<file path="config.mk">
export PLATFORM = sky130hd
export DESIGN_NAME = imu_sample_conditioner
export DESIGN_NICKNAME = d
export VERILOG_FILES = /design/src/hw/rtl/imusc_pkg.sv /design/src/hw/rtl/imusc_sqrt.sv /design/src/hw/rtl/imusc_cordic.sv /design/src/hw/rtl/imu_sample_conditioner.sv
export SDC_FILE = /design/constraint.sdc
export NUM_CORES = 2
export LEC_CHECK = 0
export BUFFER_PORTS_ARGS = -buffer_cell sky130_fd_sc_hd__buf_2
export CAP_MARGIN = 20
export CELL_PAD_IN_SITES_DETAIL_PLACEMENT = 1
export CELL_PAD_IN_SITES_GLOBAL_PLACEMENT = 2
export CORE_MARGIN = 3
export CORE_UTILIZATION = 28
export DETAILED_ROUTE_END_ITERATION = 10
export PLACE_DENSITY = 0.68
export SLEW_MARGIN = 20
export SYNTH_ARGS = -nofsm -noshare
export SYNTH_HDL_FRONTEND = slang
export SYNTH_SLANG_ARGS = --single-unit
</file>
<file path="constraint.sdc">
create_clock -name clk -period 16.9 [get_ports clk]
set_clock_uncertainty 0.15 [all_clocks]
set_input_delay 0.845 -clock clk [delete_from_list [all_inputs] [get_ports clk]]
set_output_delay 0.845 -clock clk [all_outputs]
set_load 0.01 [all_outputs]
</file>
<file path="src/hw/rtl/imusc_pkg.sv">
`timescale 1ns / 1ps
// shared types, constants and tables for the imu sample conditioner
// no dependencies; imported by every module of the block

package imusc_pkg;

  localparam int AngleIterationsDefault = 16;
  localparam int SqrtInW  = 40;
  localparam int SqrtOutW = 20;

  typedef enum logic [2:0] {
    CFG_ACCEL_RANGE    = 3'd0,
    CFG_GYRO_RANGE     = 3'd1,
    CFG_ACCEL_OFFSET_X = 3'd2,
    CFG_ACCEL_OFFSET_Y = 3'd3,
    CFG_ACCEL_OFFSET_Z = 3'd4,
    CFG_ACCEL_SMOOTH   = 3'd5,
    CFG_GYRO_SMOOTH    = 3'd6
  } cfg_index_t;

  typedef enum logic [2:0] {
    OPK_RSCALE,
    OPK_AFILT,
    OPK_RFILT,
    OPK_ASQ,
    OPK_RSQ
  } op_kind_t;

  typedef enum logic [2:0] {
    ST_IDLE,
    ST_ISSUE,
    ST_USE,
    ST_SQRT_GO,
    ST_SQRT_WAIT,
    ST_CORDIC_GO,
    ST_CORDIC_WAIT,
    ST_FINISH
  } state_t;

  // rate scale factors in q24: 64/131, 64/65.5, 64/32.8, 64/16.4
  function automatic logic [25:0] rate_recip(input logic [1:0] sel);
    logic [25:0] r;
    case (sel)
      2'd0:    r = 26'd8196502;
      2'd1:    r = 26'd16393005;
      2'd2:    r = 26'd32736031;
      default: r = 26'd65472062;
    endcase
    return r;
  endfunction

  // atan(2^-i) in 2^-16 degree
  function automatic logic [21:0] atan_entry(input logic [4:0] i);
    logic [21:0] r;
    case (i)
      5'd0:  r = 22'd2949120;
      5'd1:  r = 22'd1740967;
      5'd2:  r = 22'd919879;
      5'd3:  r = 22'd466945;
      5'd4:  r = 22'd234379;
      5'd5:  r = 22'd117304;
      5'd6:  r = 22'd58666;
      5'd7:  r = 22'd29335;
      5'd8:  r = 22'd14668;
      5'd9:  r = 22'd7334;
      5'd10: r = 22'd3667;
      5'd11: r = 22'd1833;
      5'd12: r = 22'd917;
      5'd13: r = 22'd458;
      5'd14: r = 22'd229;
      5'd15: r = 22'd115;
      5'd16: r = 22'd57;
      5'd17: r = 22'd29;
      5'd18: r = 22'd14;
      5'd19: r = 22'd7;
      5'd20: r = 22'd4;
      5'd21: r = 22'd2;
      5'd22: r = 22'd1;
      default: r = 22'd0;
    endcase
    return r;
  endfunction

  function automatic logic signed [19:0] sat_accel(input logic signed [27:0] v);
    logic signed [19:0] r;
    if (v > 28'sd524287) r = 20'sd524287;
    else if (v < -28'sd524288) r = -20'sd524288;
    else r = v[19:0];
    return r;
  endfunction

  function automatic logic signed [18:0] sat_rate(input logic signed [27:0] v);
    logic signed [18:0] r;
    if (v > 28'sd262143) r = 19'sd262143;
    else if (v < -28'sd262144) r = -19'sd262144;
    else r = v[18:0];
    return r;
  endfunction

endpackage

</file>
<file path="src/hw/rtl/imusc_sqrt.sv">
`timescale 1ns / 1ps
// floor integer square root, restoring method, one result bit per cycle
// depends on imusc_pkg

module imusc_sqrt import imusc_pkg::*; (
  input  logic                  clk,
  input  logic                  rst,
  input  logic                  start,
  input  logic [SqrtInW-1:0]    radicand,
  output logic                  done,
  output logic [SqrtOutW-1:0]   root
);

  localparam int RemW = SqrtOutW + 3;

  logic [SqrtInW-1:0] rad;
  logic [RemW-1:0]    rem;
  logic [4:0]         cnt;
  logic               busy;
  logic [RemW-1:0]    rem_sh;
  logic [RemW-1:0]    trial;

  assign rem_sh = {rem[RemW-3:0], rad[SqrtInW-1 -: 2]};
  assign trial  = {1'b0, root, 2'b01};

  always_ff @(posedge clk) begin
    if (rst) begin
      busy <= 1'b0;
      done <= 1'b0;
    end else begin
      done <= 1'b0;
      if (start) begin
        busy <= 1'b1;
        rad  <= radicand;
        rem  <= '0;
        root <= '0;
        cnt  <= '0;
      end else if (busy) begin
        if (rem_sh >= trial) begin
          rem  <= rem_sh - trial;
          root <= {root[SqrtOutW-2:0], 1'b1};
        end else begin
          rem  <= rem_sh;
          root <= {root[SqrtOutW-2:0], 1'b0};
        end
        rad <= rad << 2;
        cnt <= cnt + 5'd1;
        if (cnt == 5'(SqrtOutW - 1)) begin
          busy <= 1'b0;
          done <= 1'b1;
        end
      end
    end
  end

endmodule

</file>
<file path="src/hw/rtl/imusc_cordic.sv">
`timescale 1ns / 1ps
// vectoring cordic atan2, one rotation per cycle, result in 1/128 degree
// depends on imusc_pkg for the arctangent table

module imusc_cordic import imusc_pkg::*; #(
  parameter int ITERATIONS = AngleIterationsDefault
) (
  input  logic               clk,
  input  logic               rst,
  input  logic               start,
  input  logic signed [20:0] y_in,
  input  logic signed [20:0] x_in,
  output logic               done,
  output logic signed [15:0] angle
);

  localparam int CntW = $clog2(ITERATIONS + 1);

  logic signed [32:0] x, y;
  logic signed [25:0] z;
  logic [CntW-1:0]    cnt;
  logic               busy;
  logic [4:0]         idx;
  logic signed [32:0] xs, ys, dx, dy;
  logic signed [25:0] step_z;
  logic signed [26:0] z_rnd;
  logic signed [17:0] z_q;

  assign idx    = 5'(cnt);
  assign xs     = {{12{x_in[20]}}, x_in} <<< 8;
  assign ys     = {{12{y_in[20]}}, y_in} <<< 8;
  assign dx     = y >>> idx;
  assign dy     = x >>> idx;
  assign step_z = $signed({4'b0, atan_entry(idx)});
  assign z_rnd  = {z[25], z} + 27'sd256;
  assign z_q    = z_rnd[26:9];

  always_ff @(posedge clk) begin
    if (rst) begin
      busy <= 1'b0;
      done <= 1'b0;
    end else begin
      done <= 1'b0;
      if (start) begin
        cnt <= '0;
        if (x_in == '0 && y_in == '0) begin
          // zero vector reads as zero angle
          angle <= '0;
          done  <= 1'b1;
        end else begin
          busy <= 1'b1;
          if (x_in < 0) begin
            x <= -xs;
            y <= -ys;
            z <= (y_in >= 0) ? 26'sd11796480 : -26'sd11796480;
          end else begin
            x <= xs;
            y <= ys;
            z <= '0;
          end
        end
      end else if (busy) begin
        if (cnt == CntW'(ITERATIONS)) begin
          busy <= 1'b0;
          done <= 1'b1;
          if (z_q > 18'sd23040) angle <= 16'sd23040;
          else if (z_q < -18'sd23040) angle <= -16'sd23040;
          else angle <= z_q[15:0];
        end else begin
          cnt <= cnt + 1'b1;
          if (!y[32]) begin
            x <= x + dx;
            y <= y - dy;
            z <= z + step_z;
          end else begin
            x <= x - dx;
            y <= y + dy;
            z <= z - step_z;
          end
        end
      end
    end
  end

endmodule

</file>
<file path="src/hw/rtl/imu_sample_conditioner.sv">
`timescale 1ns / 1ps
// Conditions one six-axis sample per beat: scaling, offset, exponential filter,
// magnitudes and pitch/roll. A sample is taken only when the block is idle and
// then passes through fifteen multiply/use steps on the one shared 28x22
// multiplier, three passes of the bit-serial square root and two cordic runs
// (a zero input vector gives a zero angle without rotating) before the finish
// state. The result sits in an output register, so the next sample can be
// taken while it waits; that sample then holds in its finish state until the
// previous result has left.
// Depends on imusc_pkg, imusc_sqrt and imusc_cordic.

module imu_sample_conditioner import imusc_pkg::*; #(
  parameter int ANGLE_ITERATIONS = AngleIterationsDefault
) (
  input  logic               clk,
  input  logic               rst,
  input  logic               sample_valid,
  output logic               sample_ready,
  input  logic signed [15:0] raw_accel_x,
  input  logic signed [15:0] raw_accel_y,
  input  logic signed [15:0] raw_accel_z,
  input  logic signed [15:0] raw_rate_x,
  input  logic signed [15:0] raw_rate_y,
  input  logic signed [15:0] raw_rate_z,
  output logic               result_valid,
  input  logic               result_ready,
  output logic signed [19:0] accel_x_filtered,
  output logic signed [19:0] accel_y_filtered,
  output logic signed [19:0] accel_z_filtered,
  output logic signed [18:0] rate_x_filtered,
  output logic signed [18:0] rate_y_filtered,
  output logic signed [18:0] rate_z_filtered,
  output logic [19:0]        accel_magnitude,
  output logic [18:0]        rate_magnitude,
  output logic signed [15:0] pitch_angle,
  output logic signed [15:0] roll_angle,
  input  logic               cfg_we,
  input  logic [2:0]         cfg_addr,
  input  logic [15:0]        cfg_wdata
);

  // configuration
  logic [1:0]         accel_range;
  logic [1:0]         gyro_range;
  logic signed [15:0] accel_offset [3];
  logic [15:0]        accel_smooth;
  logic [15:0]        gyro_smooth;

  // sample and working state
  logic signed [15:0] raw_a [3];
  logic signed [15:0] raw_r [3];
  logic signed [18:0] rate_scaled [3];
  logic signed [19:0] accel_filt [3];
  logic signed [18:0] rate_filt [3];
  logic               filter_primed;
  logic [39:0]        sum_a, sum_yz, sum_r;
  logic [19:0]        yz_root, amag, rmag_w;
  logic signed [15:0] pitch, roll;

  state_t   state, state_next;
  op_kind_t kind;
  logic [1:0] axis;
  logic [1:0] sqrt_sel;
  logic       cordic_sel;
  logic       sqrt_start, cordic_start, load_result, take_sample;

  // shared multiplier
  logic signed [27:0] mul_a;
  logic signed [21:0] mul_b;
  logic signed [49:0] prod;

  // per-axis datapath
  logic signed [15:0] raw_sel, off_sel;
  logic signed [19:0] raw_shift;
  logic signed [20:0] acc_diff;
  logic signed [19:0] acc_new;
  logic signed [41:0] a_num, r_num;
  logic signed [49:0] r_scl;
  logic [SqrtInW-1:0] sqrt_rad;
  logic               sqrt_done, cordic_done;
  logic [SqrtOutW-1:0] sqrt_root;
  logic signed [20:0] cy, cx;
  logic signed [15:0] cordic_angle;

  always_ff @(posedge clk) begin
    if (rst) begin
      accel_range  <= 2'd2;
      gyro_range   <= 2'd1;
      accel_offset <= '{default: '0};
      accel_smooth <= '0;
      gyro_smooth  <= '0;
    end else if (cfg_we) begin
      case (cfg_addr)
        CFG_ACCEL_RANGE:    accel_range     <= cfg_wdata[1:0];
        CFG_GYRO_RANGE:     gyro_range      <= cfg_wdata[1:0];
        CFG_ACCEL_OFFSET_X: accel_offset[0] <= cfg_wdata;
        CFG_ACCEL_OFFSET_Y: accel_offset[1] <= cfg_wdata;
        CFG_ACCEL_OFFSET_Z: accel_offset[2] <= cfg_wdata;
        CFG_ACCEL_SMOOTH:   accel_smooth    <= cfg_wdata;
        CFG_GYRO_SMOOTH:    gyro_smooth     <= cfg_wdata;
        default: ;
      endcase
    end
  end

  assign raw_sel   = raw_a[axis];
  assign off_sel   = accel_offset[axis];
  assign raw_shift = {{4{raw_sel[15]}}, raw_sel} <<< accel_range;
  assign acc_diff  = {raw_shift[19], raw_shift} - {{5{off_sel[15]}}, off_sel};
  assign acc_new   = sat_accel({{7{acc_diff[20]}}, acc_diff});

  always_comb begin
    case (kind)
      OPK_RSCALE: begin
        mul_a = $signed({2'b0, rate_recip(gyro_range)});
        mul_b = {{6{raw_r[axis][15]}}, raw_r[axis]};
      end
      OPK_AFILT: begin
        mul_a = $signed({12'b0, accel_smooth});
        mul_b = {{2{accel_filt[axis][19]}}, accel_filt[axis]} - {{2{acc_new[19]}}, acc_new};
      end
      OPK_RFILT: begin
        mul_a = $signed({12'b0, gyro_smooth});
        mul_b = {{3{rate_filt[axis][18]}}, rate_filt[axis]}
                - {{3{rate_scaled[axis][18]}}, rate_scaled[axis]};
      end
      OPK_ASQ: begin
        mul_a = {{8{accel_filt[axis][19]}}, accel_filt[axis]};
        mul_b = {{2{accel_filt[axis][19]}}, accel_filt[axis]};
      end
      default: begin
        mul_a = {{9{rate_filt[axis][18]}}, rate_filt[axis]};
        mul_b = {{3{rate_filt[axis][18]}}, rate_filt[axis]};
      end
    endcase
  end

  always_ff @(posedge clk) begin
    if (state == ST_ISSUE) prod <= mul_a * mul_b;
  end

  // new*65536 + alpha*(old-new), rounded
  assign a_num = $signed({{6{acc_new[19]}}, acc_new, 16'b0}) + prod[41:0] + 42'sd32768;
  assign r_num = $signed({{7{rate_scaled[axis][18]}}, rate_scaled[axis], 16'b0})
                 + prod[41:0] + 42'sd32768;
  assign r_scl = prod + 50'sd8388608;

  always_ff @(posedge clk) begin
    if (rst) begin
      filter_primed <= 1'b0;
    end else begin
      if (take_sample) begin
        raw_a  <= '{raw_accel_x, raw_accel_y, raw_accel_z};
        raw_r  <= '{raw_rate_x, raw_rate_y, raw_rate_z};
        sum_a  <= '0;
        sum_yz <= '0;
        sum_r  <= '0;
      end
      if (state == ST_USE) begin
        case (kind)
          OPK_RSCALE: rate_scaled[axis] <= sat_rate({{2{r_scl[49]}}, r_scl[49:24]});
          OPK_AFILT:  accel_filt[axis] <= filter_primed ?
                        sat_accel({{2{a_num[41]}}, a_num[41:16]}) : acc_new;
          OPK_RFILT: begin
            rate_filt[axis] <= filter_primed ?
              sat_rate({{2{r_num[41]}}, r_num[41:16]}) : rate_scaled[axis];
            if (axis == 2'd2) filter_primed <= 1'b1;
          end
          OPK_ASQ: begin
            sum_a <= sum_a + prod[39:0];
            if (axis != 2'd0) sum_yz <= sum_yz + prod[39:0];
          end
          default: sum_r <= sum_r + prod[39:0];
        endcase
      end
      if (sqrt_done) begin
        case (sqrt_sel)
          2'd0:    yz_root <= sqrt_root;
          2'd1:    amag    <= sqrt_root;
          default: rmag_w  <= sqrt_root;
        endcase
      end
      if (cordic_done) begin
        if (cordic_sel) roll <= cordic_angle;
        else pitch <= cordic_angle;
      end
    end
  end

  // sequencer counters
  always_ff @(posedge clk) begin
    if (rst) begin
      kind       <= OPK_RSCALE;
      axis       <= '0;
      sqrt_sel   <= '0;
      cordic_sel <= 1'b0;
    end else begin
      if (take_sample) begin
        kind       <= OPK_RSCALE;
        axis       <= '0;
        sqrt_sel   <= '0;
        cordic_sel <= 1'b0;
      end else if (state == ST_USE) begin
        if (axis == 2'd2) begin
          axis <= '0;
          case (kind)
            OPK_RSCALE: kind <= OPK_AFILT;
            OPK_AFILT:  kind <= OPK_RFILT;
            OPK_RFILT:  kind <= OPK_ASQ;
            default:    kind <= OPK_RSQ;
          endcase
        end else begin
          axis <= axis + 2'd1;
        end
      end
      if (sqrt_done) sqrt_sel <= sqrt_sel + 2'd1;
      if (cordic_done) cordic_sel <= 1'b1;
    end
  end

  always_ff @(posedge clk) begin
    if (rst) state <= ST_IDLE;
    else state <= state_next;
  end

  always_comb begin
    state_next   = state;
    sample_ready = 1'b0;
    sqrt_start   = 1'b0;
    cordic_start = 1'b0;
    load_result  = 1'b0;
    case (state)
      ST_IDLE: begin
        sample_ready = 1'b1;
        if (sample_valid) state_next = ST_ISSUE;
      end
      ST_ISSUE: state_next = ST_USE;
      ST_USE: begin
        if (kind == OPK_RSQ && axis == 2'd2) state_next = ST_SQRT_GO;
        else state_next = ST_ISSUE;
      end
      ST_SQRT_GO: begin
        sqrt_start = 1'b1;
        state_next = ST_SQRT_WAIT;
      end
      ST_SQRT_WAIT: begin
        if (sqrt_done) state_next = (sqrt_sel == 2'd2) ? ST_CORDIC_GO : ST_SQRT_GO;
      end
      ST_CORDIC_GO: begin
        cordic_start = 1'b1;
        state_next   = ST_CORDIC_WAIT;
      end
      ST_CORDIC_WAIT: begin
        if (cordic_done) state_next = cordic_sel ? ST_FINISH : ST_CORDIC_GO;
      end
      ST_FINISH: begin
        if (!result_valid || result_ready) begin
          load_result = 1'b1;
          state_next  = ST_IDLE;
        end
      end
      default: state_next = ST_IDLE;
    endcase
  end

  assign take_sample = sample_valid && sample_ready;

  always_comb begin
    case (sqrt_sel)
      2'd0:    sqrt_rad = sum_yz;
      2'd1:    sqrt_rad = sum_a;
      default: sqrt_rad = sum_r;
    endcase
  end

  imusc_sqrt u_sqrt (
    .clk      (clk),
    .rst      (rst),
    .start    (sqrt_start),
    .radicand (sqrt_rad),
    .done     (sqrt_done),
    .root     (sqrt_root)
  );

  assign cy = cordic_sel ? {accel_filt[1][19], accel_filt[1]}
                         : -{accel_filt[0][19], accel_filt[0]};
  assign cx = cordic_sel ? {accel_filt[2][19], accel_filt[2]} : $signed({1'b0, yz_root});

  imusc_cordic #(
    .ITERATIONS (ANGLE_ITERATIONS)
  ) u_cordic (
    .clk   (clk),
    .rst   (rst),
    .start (cordic_start),
    .y_in  (cy),
    .x_in  (cx),
    .done  (cordic_done),
    .angle (cordic_angle)
  );

  // output register; rate sum stays below 2^38 so its root fits 19 bits
  always_ff @(posedge clk) begin
    if (rst) begin
      result_valid <= 1'b0;
    end else if (load_result) begin
      result_valid <= 1'b1;
    end else if (result_ready) begin
      result_valid <= 1'b0;
    end
  end

  always_ff @(posedge clk) begin
    if (load_result) begin
      accel_x_filtered <= accel_filt[0];
      accel_y_filtered <= accel_filt[1];
      accel_z_filtered <= accel_filt[2];
      rate_x_filtered  <= rate_filt[0];
      rate_y_filtered  <= rate_filt[1];
      rate_z_filtered  <= rate_filt[2];
      accel_magnitude  <= amag;
      rate_magnitude   <= rmag_w[18:0];
      pitch_angle      <= pitch;
      roll_angle       <= roll;
    end
  end

  a_result_from_finish: assert property (@(posedge clk) disable iff (rst)
    $rose(result_valid) |-> $past(state) == ST_FINISH)
    else $error("result beat raised outside finish");

  a_sqrt_done_in_wait: assert property (@(posedge clk) disable iff (rst)
    sqrt_done |-> state == ST_SQRT_WAIT)
    else $error("square root finished while not awaited");

  a_cordic_done_in_wait: assert property (@(posedge clk) disable iff (rst)
    cordic_done |-> state == ST_CORDIC_WAIT)
    else $error("cordic finished while not awaited");

  a_primed_before_sqrt: assert property (@(posedge clk) disable iff (rst)
    state == ST_SQRT_GO |-> filter_primed)
    else $error("filters not primed after update pass");

endmodule
</file>
# Word level (Yosys, flattened, before mapping)
# Memories as Yosys holds them, arrays and structs flattened. A register that Yosys moved wholly into a read port is not among the register bits.
# Index checks and enable logic that the tools add are counted.
# classes
mul	1
addsub	26
n_shift	3
order_cmp	14
n_eq_ne	31
reduce_logical	43
muxes	131
n_bitwise	5
# op_table
cell	n
$mux 40	12
$mux 33	12
$mux 19	11
$mux 16	12
$mux 26	7
$mux 20	9
$add 40x40->40	3
$pmux 28 s4	1
$bmux 16 s2	3
$pmux 22 s4	1
$add 42x16->42 const B	2
$add 42x42->42	2
$mux 21	4
$pmux 40 s2	1
$pmux 26 s3	1
$add 33x33->33	2
$neg 29->33	2
$sshr 33x5->33	2
$sub 33x33->33	2
$gt 26x19->1 const B	2
$lt 26x19->1 const B	2
$add 50x25->50 const B	1
$mul 28x22->50	1
$logic_not 21->1	2
other kinds (49)	157
# totals
rom_bits	704
mem_count	4
output_inout_bits	190
input_bits	120
ramBits	174
regBits	788
word_cells	307
# memory_table
memory	depth	width	read_ports	rd_ports_with_merged_regs	wr	line	source
(no name shown)	32	22	1	1	0	imusc_pkg.sv:55	case (i)
accel_filt	3	20	4	1	1	imu_sample_conditioner.sv:53	logic signed [19:0] accel_filt [3];
rate_filt	3	19	4	4	1	imu_sample_conditioner.sv:54	logic signed [18:0] rate_filt [3];
rate_scaled	3	19	1	1	1	imu_sample_conditioner.sv:52	logic signed [18:0] rate_scaled [3];

# Depth between registers and ports, before layout
# logic_depth
word_depth	18
ltp_mapped	61
depth_no_buf	54

# Modules after synthesis
# A second synthesis with hierarchy kept.
# unflattened
cells_unflattened	8898
hier_area_um2	89420.8
# modules_own_cells
mod	seq_area_each_um2	n_inst	area_per_inst_um2	cells_per_inst
imu_sample_conditioner	24743.7	1	66817.8	6429
imusc_cordic	3873.7	1	17819.6	2077
imusc_sqrt	2622.5	1	4783.3	392

# Worst setup path after synthesis
# No wires, ideal clock.
# synth_timing
path_kind	register to register
start	register axis[0]
end	register prod[44], data pin
t_arrival_ns	13.846
required_time_ns	16.492
period_less_slack_ns	14.254
stages_incl_launch_ff	54
n_path_buf	6
setup_ns	0.258
path_slack_ns	2.646
path_cell_list	dfxtp_1 clkbuf_1 clkbuf_1 buf_1 clkbuf_1 mux2i_1 nor2_1 a21oi_1 ha_1 nor2b_1 o31a_1 o41a_1 o31a_1 o311ai_0 a21boi_0 o21ai_0 or4_1 clkbuf_1 [... 18 more ...] fa_1 fa_1 fa_1 fa_1 fa_1 inv_1 fa_1 inv_1 ha_1 or2_2 a21oi_1 a21oi_1 or4_1 o211ai_1 a31oi_1 a31o_2 a21oi_1 xnor2_1
# synth_via
elab_chain_len	12
elab_cells_between_ends	19
cone_classes	2 x add/sub; 1 x mul; 2 x order compare; 1 x shift; 12 x mux; 1 x bitwise
# synth_lines
element	line	source
start, declared	imu_sample_conditioner.sv:62	logic [1:0] axis;
start signal, assigned	imu_sample_conditioner.sv:213	axis <= axis + 2'd1;
$not 2->3 (implied by the code) *	imu_sample_conditioner.sv:106, imu_sample_conditioner.sv:107, imu_sample_conditioner.sv:116	
$bmux 16 s2	imu_sample_conditioner.sv:106	assign raw_sel = raw_a[axis];
$mux 16 (implied by the code) (2 in a row)	imu_sample_conditioner.sv:106	
$sshl 20x2->20	imu_sample_conditioner.sv:108	assign raw_shift = {{4{raw_sel[15]}}, raw_sel} <<< accel_range;
$sub 20x16->21	imu_sample_conditioner.sv:109	assign acc_diff = {raw_shift[19], raw_shift} - {{5{off_sel[15]}}, off_sel};
$lt 21x20->1	imusc_pkg.sv:87	else if (v < -28'sd524288) r = -20'sd524288;
$mux 20	imusc_pkg.sv:87	
$mux 20	imusc_pkg.sv:86	if (v > 28'sd524287) r = 20'sd524287;
$sub 20x20->21	imu_sample_conditioner.sv:120	mul_b = {{2{accel_filt[axis][19]}}, accel_filt[axis]} - {{2{acc_new[19]}}, acc_new};
$pmux 22 s4 *	imu_sample_conditioner.sv:113	case (kind)
$mul 28x22->50 *	imu_sample_conditioner.sv:139	if (state == ST_ISSUE) prod <= mul_a * mul_b;
end signal, assigned	imu_sample_conditioner.sv:139	
end, declared	imu_sample_conditioner.sv:70	logic signed [49:0] prod;
# Every way passes the cells marked *; elsewhere a longest branch is shown, timed or not. The select of a mux whose other input is x is not followed.
# A chain may end at the register's enable or synchronous reset.

# Worst setup path in the final report
# layout_timing
start	register axis[0]
end	register prod[46], data pin
# The elaborated chain is that of the path after synthesis.

==> summary.txt <==
Outcome
  • Outcome: complete, no violations

Logic synthesis
  • Simple logic cell fraction of the synthesized area: 0.133
  • Synth Instances: 8,781
  • Sequential share of the synthesized area: 0.354
  • Post-Syn Area: 88,300 um2
  • Post-synth top area cell: edfxtp_1
  • Synth Area in Compound Gates: 0.142
  • Post-synthesis mux area share: 0.0611
  • Synth top area share: 0.325
  • Syn_nets: 10,000
  • Syn avg cell area: 10.1 um2
  • YS warnings: 0
  • Most frequent cell after synthesis: nand2_1
  • Post-Synth XOR/XNOR Area: 0.0459
  • Number of flops mapped to enable cells by yosys: 957
  • Synth top area cells: edfxtp_1, fa_1, ha_1
  • Largest family of logic cells by synthesized area: adder cells
  • Most frequent cells after synthesis: nand2_1, edfxtp_1, inv_1
  • Ys flop type: edfxtp_1
  • Ys async rst share: 0
  • Unique masters post-synth: 97
  • Synthesized flop and latch total: 1,082
  • Adder-cell area share of the yosys netlist: 0.212

Timing
  • Final Setup Violations: 0
  • Setup TNS: 0 ns
  • Ratio of final minimum period to clock period: 0.930
  • Final Hold Fails: 0
  • FMAX: 0.0636 GHz
  • RSZ-0062 raised after global routing: false
  • Max-Slew Margin vs Limit: 0.203
  • Final Max Slew Viols: 0
  • Final min period: 15.72 ns
  • Worst slew pin tran: 1.18 ns

Layout
  • Area Overhead vs Synth: 13.2%
  • Area occupied by multi-input gates: 52,800 um2
  • Final instance count without filler cells: 13,300
  • Register Area: 31,300 um2
  • Share of layout cells above drive strength 1: 0.112
  • Nets@finish: 10,300
  • Fill cells: 35,600

Critical path
  • Max stage delay on crit path: 0.77 ns
  • Most used cell, CP: fa_1
  • Crit. End Element: flop
  • Critical Path Fanout Max: 32
  • Worst Path Arrival: 16.13 ns
  • CP Launch Type: flop
  • Max stage delay cell, worst path: o32ai_2
  • Worst EP required: 17.30 ns
  • Critical path class: reg -> reg

Clock network
  • Clk Tree Root Cell: clkbuf_16
  • Total setup buffers inserted after CTS: 0
  • Worst-Skew Late Latency: 0.85 ns
  • CTS Buf Count: 141
  • Max clock buf depth: 4
  • Reg clk slew, reported paths: 0.06 ns
  • CTS tree: done
  • Clock H-tree levels: 4
  • Clk sink count: 1,082

Floorplanning
  • CORE AREA: 313,000 um2
  • Die area: 322,000 um2
  • DIE WIDTH: 568 um
  • Row Count: 205
  • Initial Util: 0.282
  • Die height: 568 um
  • Top Ports: 310

Power and ir drop
  • LEAKAGE: 0.0398 uW
  • Peak VDD IR: 0.555 mV
  • Pwr Density: 211 nW/um2

Detailed routing
  • Detailed-route via count: 70,300
  • Final ANT Viol Nets: 0
  • Drt drc: 0
  • DR WL/cell: 25.7 um
  • Initial drt markers: 5,282
  • Routed vias/inst: 5.29
  • DR pass1 iterations: 6
  • WL final: 341,000 um

Placed design
  • Port Buffers: 309
  • Post-Place Cells: 13,000
  • RePlAce Congestion: 0.899
  • DPL Wire Length: 267,000 um

Global route
  • Antenna violations before repair: 29
  • GRT Total Usage: 0.206
  • Global-route wire length before repair: 501,000 um
  • Largest net degree at the start of global routing: 87
  • Vias in the first global route: 73,000
  • Grt ovf: 0

Job
  • Max cap viols: 0

Worst hold path
  • Hold Path Class: in -> reg
repair_timing:
action	in CTS	in global routing
resized for setup	0	0
hold buffers	19	0
endpoints found under the setup margin	0	0
hold endpoints to repair	19	0
metrics by stage:
stage | cell area (um2) | hold WS, ns | total power, uW | setup slack (ns) | util
global route | 100000 | 0.0233 | 22900 | 0.206 | 0.319
finish | 100000 | 0.0520 | 21000 | 1.18 | 0.319
detailed placement | 95100 | 0.256 | 18000 | 1.32 | 0.304
global placement | 95100 | 0.253 | 17700 | 1.51 | 0.304
floorplan | 88300 | 0.250 | 13900 | 2.65 | -
CTS | 100000 | 0.000359 | 21200 | 1.27 | 0.319
where the power goes:
part | internal [uW] | switching, uW | total (uW) | leakage (uW)
clock | 1810 | 1280 | 3090 | 0.00228
combinational | 5590 | 8500 | 14100 | 0.0277
sequential | 3610 | 252 | 3860 | 0.00981
cells by family (layout without fill, tap and decap cells):
family	after synthesis	after routing
muxes	356	356
other	0	8
DFF	1082	1082
AOI/OAI and AO/OA	1998	1998
buffers and inverters	1188	1544
xor gates and xnor gates	461	461
adders and majority gates	1127	1127
and+or+nand+nor	2569	2569
critical path, delay by kind of cell (launching register included):
family,cells,cell delay [ns]
XOR/XNOR,1,0.12
AND/OR/NAND/NOR,13,2.66
multiplexers,1,0.31
adder cells (fa/ha/maj),11,4.96
flip-flops,1,0.52
AO/OA/AOI/OAI,18,5.98
buffers and inverters,6,0.73
flip-flops by register name, indices dropped and copies added, names as in the netlist, 48 cells and up, named ones only:
name	count
accel_filt	80
prod	50
rate_filt	76
accel_offset	48
raw_a	48
rate_scaled	57
raw_r	48
placed cells by master, fill, tap and decap left out, types with 45 or more instances in the layout:
master / instances
ha_1: 507
buf_2: 308
mux2i_1: 170
nand4_1: 45
mux4_2: 142
nand2b_1: 79
nor3_1: 165
o21bai_1: 57
nand2_1: 1041
xor2_1: 193
and3_1: 76
inv_1: 784
o31ai_1: 48
dfxtp_1: 117
a22oi_1: 73
and2_1: 98
a21oi_1: 567
nor2b_1: 60
a211oi_1: 66
clkbuf_16: 147
xnor2_1: 266
o211ai_1: 45
or3_1: 51
a21o_1: 167
fa_1: 618
nor2_1: 572
o21a_1: 81
edfxtp_1: 957
nor4_1: 45
buf_4: 175
a31oi_1: 103
o21ai_0: 480
nand3_1: 173
layout make-up:
cell class	count	area share
timing repair buffer	502	0.0305
clock inverter	82	0.00889
clock buffer	168	0.0378
inverter	792	0.0298
sequential	1082	0.313
multi-input combinational	6511	0.528
tap	4140	0.0518
antenna	8	0.000200
worst paths after layout:
check                                startpoint                 end  slack [ns]  depth (start not counted)
worst min-delay path            raw_accel_x[10]           raw_a[42]        0.05                          1
worst max-delay path                    axis[0]            prod[46]        1.18                         50
worst max register to register          axis[0]            prod[46]        1.18                         50
worst min register to register          amag[1]  accel_magnitude[1]        0.27                          0
metal layers:
| layer | track usage | part of all wire | vias up |
|---|---|---|---|
| met5 | 0 | 0.00012 | - |
| met4 | 0.0744 | 0.040 | 6 |
| met3 | 0.0292 | 0.053 | 475 |
| met2 | 0.335 | 0.46 | 1852 |
| met1 | 0.280 | 0.44 | 36300 |
| li1 | - | - | 31700 |
Power figures use the tool's default switching activity.
